`src/rtl/core/stb_pkg.sv`:
```
`timescale 1ns / 1ps
// ----------------------------------------------------------------------------
// stb_pkg
// Shared types and constants for the periodic timer bank.
// ----------------------------------------------------------------------------
package stb_pkg;

    localparam int PERIOD_W = 16;
    localparam int COUNT_W  = 18;
    localparam int ENTRY_W  = PERIOD_W + COUNT_W;
    localparam int MASK_W   = 8;

    localparam logic [COUNT_W-1:0] STEP_SHORT = COUNT_W'(1);
    localparam logic [COUNT_W-1:0] STEP_LONG  = COUNT_W'(10);

    localparam logic [2:0] OP_TICK_1MS  = 3'd0;
    localparam logic [2:0] OP_TICK_10MS = 3'd1;
    localparam logic [2:0] OP_ENABLE    = 3'd2;
    localparam logic [2:0] OP_DISABLE   = 3'd3;
    localparam logic [2:0] OP_CONTINUE  = 3'd4;

    typedef struct packed {
        logic [2:0]          opcode;
        logic [2:0]          timer_index;
        logic [PERIOD_W-1:0] period_ms;
    } t_stb_in;

    typedef struct packed {
        logic [MASK_W-1:0] fired_mask;
        logic [MASK_W-1:0] running_mask;
    } t_stb_out;

endpackage

```
`src/rtl/core/software_timer_bank.sv`:
```
`timescale 1ns / 1ps
// ----------------------------------------------------------------------------
// software_timer_bank
// Bank of periodic timers driven by tick, enable, disable and continue
// operations; one fired/running mask result per operation.
// ----------------------------------------------------------------------------
// Timer periods and counts live in one RAM entry per timer. A tick walks
// every entry, one per cycle through the RAM read port, before its result
// is ready; every other operation needs no walk. One operation is in work
// at a time: the next is taken once the last result has moved on into the
// output register. Results sit in that register, so the next operation is
// taken while a result waits.
// Only timers 0 to 7 appear in the masks.
module software_timer_bank import stb_pkg::*; #(
    parameter int NUM_TIMERS = 8
) (
    input  logic     i_clk,
    input  logic     i_rst_n,
    input  logic     i_in_valid,
    output logic     o_in_ready,
    input  t_stb_in  i_in_data,
    output logic     o_out_valid,
    input  logic     i_out_ready,
    output t_stb_out o_out_data
);

    localparam int IW = (NUM_TIMERS > 1) ? $clog2(NUM_TIMERS) : 1;

    logic               res_valid;
    logic               res_ready;
    t_stb_out           res;
    logic               ram_we;
    logic [IW-1:0]      ram_waddr;
    logic [ENTRY_W-1:0] ram_wdata;
    logic [IW-1:0]      ram_raddr;
    logic [ENTRY_W-1:0] ram_rdata;

    logic               r_out_valid;
    t_stb_out           r_out_data;

    stb_ram #(
        .WIDTH (ENTRY_W),
        .DEPTH (NUM_TIMERS),
        .AW    (IW)
    ) u_ram (
        .i_clk   (i_clk),
        .i_we    (ram_we),
        .i_waddr (ram_waddr),
        .i_wdata (ram_wdata),
        .i_raddr (ram_raddr),
        .o_rdata (ram_rdata)
    );

    stb_seq #(
        .NUM_TIMERS (NUM_TIMERS),
        .IW         (IW)
    ) u_seq (
        .i_clk       (i_clk),
        .i_rst_n     (i_rst_n),
        .i_in_valid  (i_in_valid),
        .o_in_ready  (o_in_ready),
        .i_in_data   (i_in_data),
        .o_res_valid (res_valid),
        .i_res_ready (res_ready),
        .o_res       (res),
        .o_ram_we    (ram_we),
        .o_ram_waddr (ram_waddr),
        .o_ram_wdata (ram_wdata),
        .o_ram_raddr (ram_raddr),
        .i_ram_rdata (ram_rdata)
    );

    assign res_ready = !r_out_valid || i_out_ready;

    always_ff @(posedge i_clk) begin
        if (!i_rst_n) begin
            r_out_valid <= 1'b0;
        end else if (res_ready) begin
            r_out_valid <= res_valid;
        end
        if (res_valid && res_ready) begin
            r_out_data <= res;
        end
    end

    assign o_out_valid = r_out_valid;
    assign o_out_data  = r_out_data;

`ifndef SYNTH
    // a timer that fires keeps running
    a_fired_running: assert property (@(posedge i_clk) disable iff (!i_rst_n)
        o_out_valid |-> ((o_out_data.fired_mask & ~o_out_data.running_mask) == '0))
        else $error("fired timer not marked running");

    // one operation in work at a time
    a_one_at_a_time: assert property (@(posedge i_clk) disable iff (!i_rst_n)
        (i_in_valid && o_in_ready) |=> !o_in_ready)
        else $error("transfer taken while busy");

    // a result is only handed over when the output register can take it
    a_no_overwrite: assert property (@(posedge i_clk) disable iff (!i_rst_n)
        (o_out_valid && !i_out_ready) |=> o_out_valid)
        else $error("pending result dropped");
`endif

endmodule

```
`src/rtl/core/stb_ram.sv`:
```
`timescale 1ns / 1ps
// ----------------------------------------------------------------------------
// stb_ram
// Generic simple dual-port RAM, one write and one registered read port.
// ----------------------------------------------------------------------------
module stb_ram #(
    parameter int WIDTH = 8,
    parameter int DEPTH = 8,
    parameter int AW    = (DEPTH > 1) ? $clog2(DEPTH) : 1
) (
    input  logic             i_clk,
    input  logic             i_we,
    input  logic [AW-1:0]    i_waddr,
    input  logic [WIDTH-1:0] i_wdata,
    input  logic [AW-1:0]    i_raddr,
    output logic [WIDTH-1:0] o_rdata
);

    logic [WIDTH-1:0] r_mem [DEPTH];
    logic [WIDTH-1:0] r_rdata;

    always_ff @(posedge i_clk) begin
        if (i_we) begin
            r_mem[i_waddr] <= i_wdata;
        end
        r_rdata <= r_mem[i_raddr];
    end

    assign o_rdata = r_rdata;

endmodule

```
`src/rtl/core/stb_seq.sv`:
```
`timescale 1ns / 1ps
// ----------------------------------------------------------------------------
// stb_seq
// Operation sequencer: run flags, entry valid bits and the tick walk that
// reads each timer entry and updates and writes back those of running timers.
// ----------------------------------------------------------------------------
module stb_seq import stb_pkg::*; #(
    parameter int NUM_TIMERS = 8,
    parameter int IW         = (NUM_TIMERS > 1) ? $clog2(NUM_TIMERS) : 1
) (
    input  logic               i_clk,
    input  logic               i_rst_n,
    input  logic               i_in_valid,
    output logic               o_in_ready,
    input  t_stb_in            i_in_data,
    output logic               o_res_valid,
    input  logic               i_res_ready,
    output t_stb_out           o_res,
    output logic               o_ram_we,
    output logic [IW-1:0]      o_ram_waddr,
    output logic [ENTRY_W-1:0] o_ram_wdata,
    output logic [IW-1:0]      o_ram_raddr,
    input  logic [ENTRY_W-1:0] i_ram_rdata
);

    localparam int CW = $clog2(NUM_TIMERS + 1);
    localparam int PW = (NUM_TIMERS > MASK_W) ? NUM_TIMERS : MASK_W;

    typedef enum logic [2:0] {
        S_IDLE = 3'b001,
        S_TICK = 3'b010,
        S_DONE = 3'b100
    } t_state;

    t_state                r_state, n_state;
    logic [CW-1:0]         r_cnt, n_cnt;
    logic                  r_p_vld, n_p_vld;
    logic [IW-1:0]         r_p_idx, n_p_idx;
    logic [COUNT_W-1:0]    r_step, n_step;
    logic [NUM_TIMERS-1:0] r_fired, n_fired;
    logic [NUM_TIMERS-1:0] r_run, n_run;
    logic [NUM_TIMERS-1:0] r_ent_vld, n_ent_vld;

    logic                  idx_ok;
    logic [IW-1:0]         idx_w;
    logic [ENTRY_W-1:0]    ent;
    logic [PERIOD_W-1:0]   ent_period;
    logic [COUNT_W-1:0]    ent_count;
    logic [COUNT_W-1:0]    new_count;
    logic [PW-1:0]         fired_pad;
    logic [PW-1:0]         run_pad;

    assign idx_ok     = {29'd0, i_in_data.timer_index} < 32'(NUM_TIMERS);
    assign idx_w      = IW'(i_in_data.timer_index);
    assign ent        = r_ent_vld[r_p_idx] ? i_ram_rdata : '0;
    assign ent_period = ent[ENTRY_W-1:COUNT_W];
    assign ent_count  = ent[COUNT_W-1:0];

    always_comb begin
        n_state     = r_state;
        n_cnt       = r_cnt;
        n_p_vld     = 1'b0;
        n_p_idx     = r_p_idx;
        n_step      = r_step;
        n_fired     = r_fired;
        n_run       = r_run;
        n_ent_vld   = r_ent_vld;
        o_ram_we    = 1'b0;
        o_ram_waddr = r_p_idx;
        o_ram_wdata = '0;
        o_ram_raddr = r_cnt[IW-1:0];
        new_count   = ent_count - r_step;

        case (r_state)
            S_IDLE: begin
                if (i_in_valid) begin
                    n_fired = '0;
                    n_state = S_DONE;
                    case (i_in_data.opcode)
                        OP_TICK_1MS: begin
                            n_step  = STEP_SHORT;
                            n_cnt   = '0;
                            n_state = S_TICK;
                        end
                        OP_TICK_10MS: begin
                            n_step  = STEP_LONG;
                            n_cnt   = '0;
                            n_state = S_TICK;
                        end
                        OP_ENABLE: begin
                            if (idx_ok) begin
                                o_ram_we         = 1'b1;
                                o_ram_waddr      = idx_w;
                                o_ram_wdata      = {i_in_data.period_ms,
                                    {2'b00, i_in_data.period_ms} - COUNT_W'(1)};
                                n_ent_vld[idx_w] = 1'b1;
                                n_run[idx_w]     = 1'b1;
                            end
                        end
                        OP_DISABLE: begin
                            if (idx_ok) begin
                                n_run[idx_w] = 1'b0;
                            end
                        end
                        OP_CONTINUE: begin
                            if (idx_ok) begin
                                n_run[idx_w] = 1'b1;
                            end
                        end
                        default: begin
                        end
                    endcase
                end
            end
            S_TICK: begin
                if (r_cnt < CW'(NUM_TIMERS)) begin
                    n_p_vld = 1'b1;
                    n_p_idx = r_cnt[IW-1:0];
                    n_cnt   = r_cnt + CW'(1);
                end
                if (r_p_vld && r_run[r_p_idx]) begin
                    if (new_count[COUNT_W-1]) begin
                        n_fired[r_p_idx] = 1'b1;
                        new_count = {2'b00, ent_period} - COUNT_W'(1);
                    end
                    o_ram_we             = 1'b1;
                    o_ram_wdata          = {ent_period, new_count};
                    n_ent_vld[r_p_idx]   = 1'b1;
                end
                if (r_cnt == CW'(NUM_TIMERS) && !r_p_vld) begin
                    n_state = S_DONE;
                end
            end
            S_DONE: begin
                if (i_res_ready) begin
                    n_state = S_IDLE;
                end
            end
            default: begin
                n_state = S_IDLE;
            end
        endcase
    end

    always_ff @(posedge i_clk) begin
        if (!i_rst_n) begin
            r_state   <= S_IDLE;
            r_cnt     <= '0;
            r_p_vld   <= 1'b0;
            r_run     <= '0;
            r_ent_vld <= '0;
        end else begin
            r_state   <= n_state;
            r_cnt     <= n_cnt;
            r_p_vld   <= n_p_vld;
            r_run     <= n_run;
            r_ent_vld <= n_ent_vld;
        end
        r_p_idx <= n_p_idx;
        r_step  <= n_step;
        r_fired <= n_fired;
    end

    assign fired_pad          = PW'(r_fired);
    assign run_pad            = PW'(r_run);
    assign o_in_ready         = (r_state == S_IDLE);
    assign o_res_valid        = (r_state == S_DONE);
    assign o_res.fired_mask   = fired_pad[MASK_W-1:0];
    assign o_res.running_mask = run_pad[MASK_W-1:0];

endmodule

```
`config.mk`:
```
export PLATFORM = sky130hd
export DESIGN_NAME = software_timer_bank
export DESIGN_NICKNAME = d
export VERILOG_FILES = /design/src/rtl/core/stb_pkg.sv /design/src/rtl/core/software_timer_bank.sv /design/src/rtl/core/stb_ram.sv /design/src/rtl/core/stb_seq.sv
export SDC_FILE = /design/constraint.sdc
export NUM_CORES = 1
export LEC_CHECK = 0
export BUFFER_PORTS_ARGS = -buffer_cell sky130_fd_sc_hd__buf_4
export CAP_MARGIN = 20
export CORE_ASPECT_RATIO = 0.7
export CORE_MARGIN = 3
export CORE_UTILIZATION = 62
export CTS_CLUSTER_SIZE = 25
export DETAILED_ROUTE_END_ITERATION = 8
export PLACE_DENSITY = 0.86
export SKIP_CTS_REPAIR_TIMING = 1
export SLEW_MARGIN = 0
export SYNTH_ARGS = -nofsm -noshare
export SYNTH_HDL_FRONTEND = slang
export SYNTH_SLANG_ARGS = --single-unit
```
`constraint.sdc`:
```
create_clock -name i_clk -period 6.2 [get_ports i_clk]
set_input_delay 0.62 -clock i_clk [delete_from_list [all_inputs] [get_ports i_clk]]
set_output_delay 0.62 -clock i_clk [all_outputs]
set_load 0.01 [all_outputs]
```
==> key figures <==
Timing
  • Final min period: 5.391 ns
  • Worst hold slack: 0.4179 ns
  • Final hold vios: 0
  • Fmax: 0.1855 GHz
  • Worst slew margin: 0.2640
  • Max Slew Vio Count: 0
  • Setup repair after global routing missed its margin: no
  • Setup TNS: 0 ns
  • Worst Tran Pin Value: 1.096 ns
  • Final clock skew: 0.009608 ns
  • Final setup vio count: 0
  • Tcrit/Tclk final: 0.8695

Clock network
  • CTS H-tree depth: 2
  • Skew-Pair Late Insertion Delay: 0.51 ns
  • TritonCTS clock tree: built
  • Clk buf depth: 3
  • Root Buffer: clkbuf_16
  • CTS Sinks: 360
  • Clk slew on worst S/H paths: 0.06 ns
  • CTS Buf Count: 34

Route
  • Top routing layer in use: met4
  • Post-Route WL: 35.32 mm
  • WL/cell: 26.32 um
  • Detailed Routing Iterations Pass 1: 8
  • Vias: 9092
  • DRC: 0
  • Via-per-instance ratio: 6.775
  • Met2 WL post-DR: 16.45 mm
  • M1 WL: 14.36 mm
  • Metal3 WL: 3.644 mm
  • Drt first-iter violations: 1171
  • Antenna-violating nets left: 0

Yosys
  • Ys flop type: edfxtp_1
  • Sequential area share after synthesis: 0.6729
  • #FFs+latches synth: 360
  • Cells after Synth: 948
  • Unique masters post-synth: 80
  • Number of synthesized flops with an enable pin: 301
  • Mapped Area: 15190 um2
  • Post-Syn Area per Cell: 16.02 um2
  • Warnings from Yosys: 0
  • Synth async-reset ratio: 0
  • Syn Nets: 982

Placed design
  • Buffers on Ports: 43
  • Post-DP HPWL: 20.75 mm
  • RD Place Congestion: 0.9522
  • Placed cells: 1278

Worst setup path
  • Crit Path Max Fanout: 38
  • Worst EP arrival: 5.58 ns
  • CP Launch Point: u_seq.r_p_idx[1]
  • FF-to-FF Start: u_seq.r_p_idx[1]
  • CP Capture Type: register
  • Cells on worst reg2reg path: 15
  • Crit path kind: register to register
  • Worst EP required: 6.39 ns
  • CP Launch Type: register

Finish
  • Diodes inserted: 0
  • Share of cells above drive strength 1: 0.2432
  • Area of the multi-input gates: 4782 um2
  • Fill cells: 1426
  • Seq. cell area: 10230 um2
  • Final non-filler cell total: 1342
  • Nets: 1032
  • Final core utilization: 0.7174
  • Area growth from synthesis to layout: 12.78%
  • Commonest non-fill, non-tap cell in the layout: edfxtp_1
  • Most frequent cells in the layout: edfxtp_1, mux4_2, buf_4

Power
  • Peak supply drop: 0.0002312 V
  • PD cells: 288.6 nW/um2
  • Pleak: 0.005553 uW
  • Power consumption: 4944 uW

Min path
  • Hold Crit Class: primary input to register
  • Hold Crit Start: i_rst_n
  • Hold Crit Depth: 2

Floorplanning
  • Die width: 193.1 um
  • I/O pins: 44
  • Initial core utilization: 0.6361
  • Die height: 137.0 um
  • Cell Rows: 47
  • Core Area: 23880 um2
  • Die area: 26440 um2

GRT
  • First-pass GRT wire length: 54.01 mm
  • Initial antenna violation count: 0
  • Number of global-route vias before repair: 9086
  • Largest net degree at the start of global routing: 74
  • Congestion Overflow GR: 0
  • GR Util All Layers: 0.2754

Status
  • Status: complete, no violations

Flow run
  • # Max-Cap Violations: 0
==> per-layer routing <==
metal,GRT usage,vias to the layer above
li1,-,3878
met1,0.4061,4545
met2,0.4235,580
met3,0.05504,89
met4,0.08189,0
met5,0,-
==> sequential cells by signal, summed over array words and instances, names as in the netlist, named ones only <==
signal	cells
u_seq.r_state	3
o_out_data	16
u_seq.fired_pad	8
o_out_valid	1
u_seq.r_p_idx	3
u_seq.r_cnt	4
u_seq.r_ent_vld	8
u_ram.r_mem	272
u_seq.r_p_vld	1
u_seq.r_step	2
u_ram.o_rdata	34
==> Yosys cell counts, types with 7 or more instances <==
library cell	instances	share of area
nand3_1	14	0.0046
nor2b_1	16	0.0066
xor2_1	11	0.0063
o21ai_0	21	0.0069
xnor2_1	16	0.0092
a31oi_1	8	0.0033
buf_1	8	0.0020
o22ai_1	13	0.0054
nor3b_1	7	0.0035
ha_1	7	0.0058
mux4_2	68	0.10
clkbuf_1	34	0.0084
o21a_1	10	0.0049
a21oi_1	39	0.013
mux2i_1	13	0.0086
or3_1	7	0.0029
inv_1	17	0.0042
mux2_2	38	0.028
nor3_1	16	0.0053
edfxtp_1	301	0.60
nand2_1	40	0.0099
nand2b_1	9	0.0037
a22o_1	14	0.0081
dfxtp_1	59	0.078
nor2_1	53	0.013
nor4_1	7	0.0029
==> cells by family after synthesis <==
group,Yosys count,synth area share
AND/OR/NAND/NOR,208,0.07389
adder cells (fa/ha/maj),8,0.007084
AO/OA/AOI/OAI,159,0.07464
flip-flops,360,0.6729
multiplexers,121,0.1391
buffers and inverters,65,0.01689
XOR/XNOR,27,0.01557
==> final cells by class <==
cell class / instances / share of cell area
sequential: 360 / 0.5972
multi-input combinational: 523 / 0.2792
clock buffer: 44 / 0.05617
timing repair buffer: 61 / 0.02659
tap: 318 / 0.02323
clock inverter: 18 / 0.01373
inverter: 18 / 0.003944
==> critical path: stages (launching register included) <==
cell and delay [ns]:
edfxtp_1 0.65, mux2_1 0.37, a221oi_1 0.45, o21ai_2 0.11, buf_4 0.27, nand2_1 0.17, inv_1 0.06, ha_1 0.30
and3b_1 0.18, a211o_1 0.26, buf_4 0.20, o21ai_4 0.21, nor2_2 0.07, nor3_1 0.89, nor3_1 0.11, o32ai_1 0.73
==> power by group <==
part / internal, uW / total (uW) / switching (uW) / leakage [uW]
Sequential: 2610 / 2620 / 10.3 / 0.00326
Combinational: 43.6 / 117 / 73.5 / 0.00170
Clock: 1350 / 2210 / 859 / 0.000593
==> stage by stage <==
step | setup WS [ns] | cell area [um2]
after global placement | 1.059 | 15920
after CTS | 0.9298 | 17120
after global routing | 0.4005 | 17130
final | 0.8092 | 17130
after floorplan | 1.741 | 15190
after detailed placement | 0.9692 | 15920
==> worst paths after layout <==
kind | to | slack, ns
setup / recovery | u_ram.r_mem[1][15] | 0.81
hold / removal | u_seq.r_state[0] | 0.42
setup reg to reg | u_ram.r_mem[1][15] | 0.81
hold reg to reg | u_seq.r_ent_vld[1] | 0.46
(Power assumes the default switching activity.)
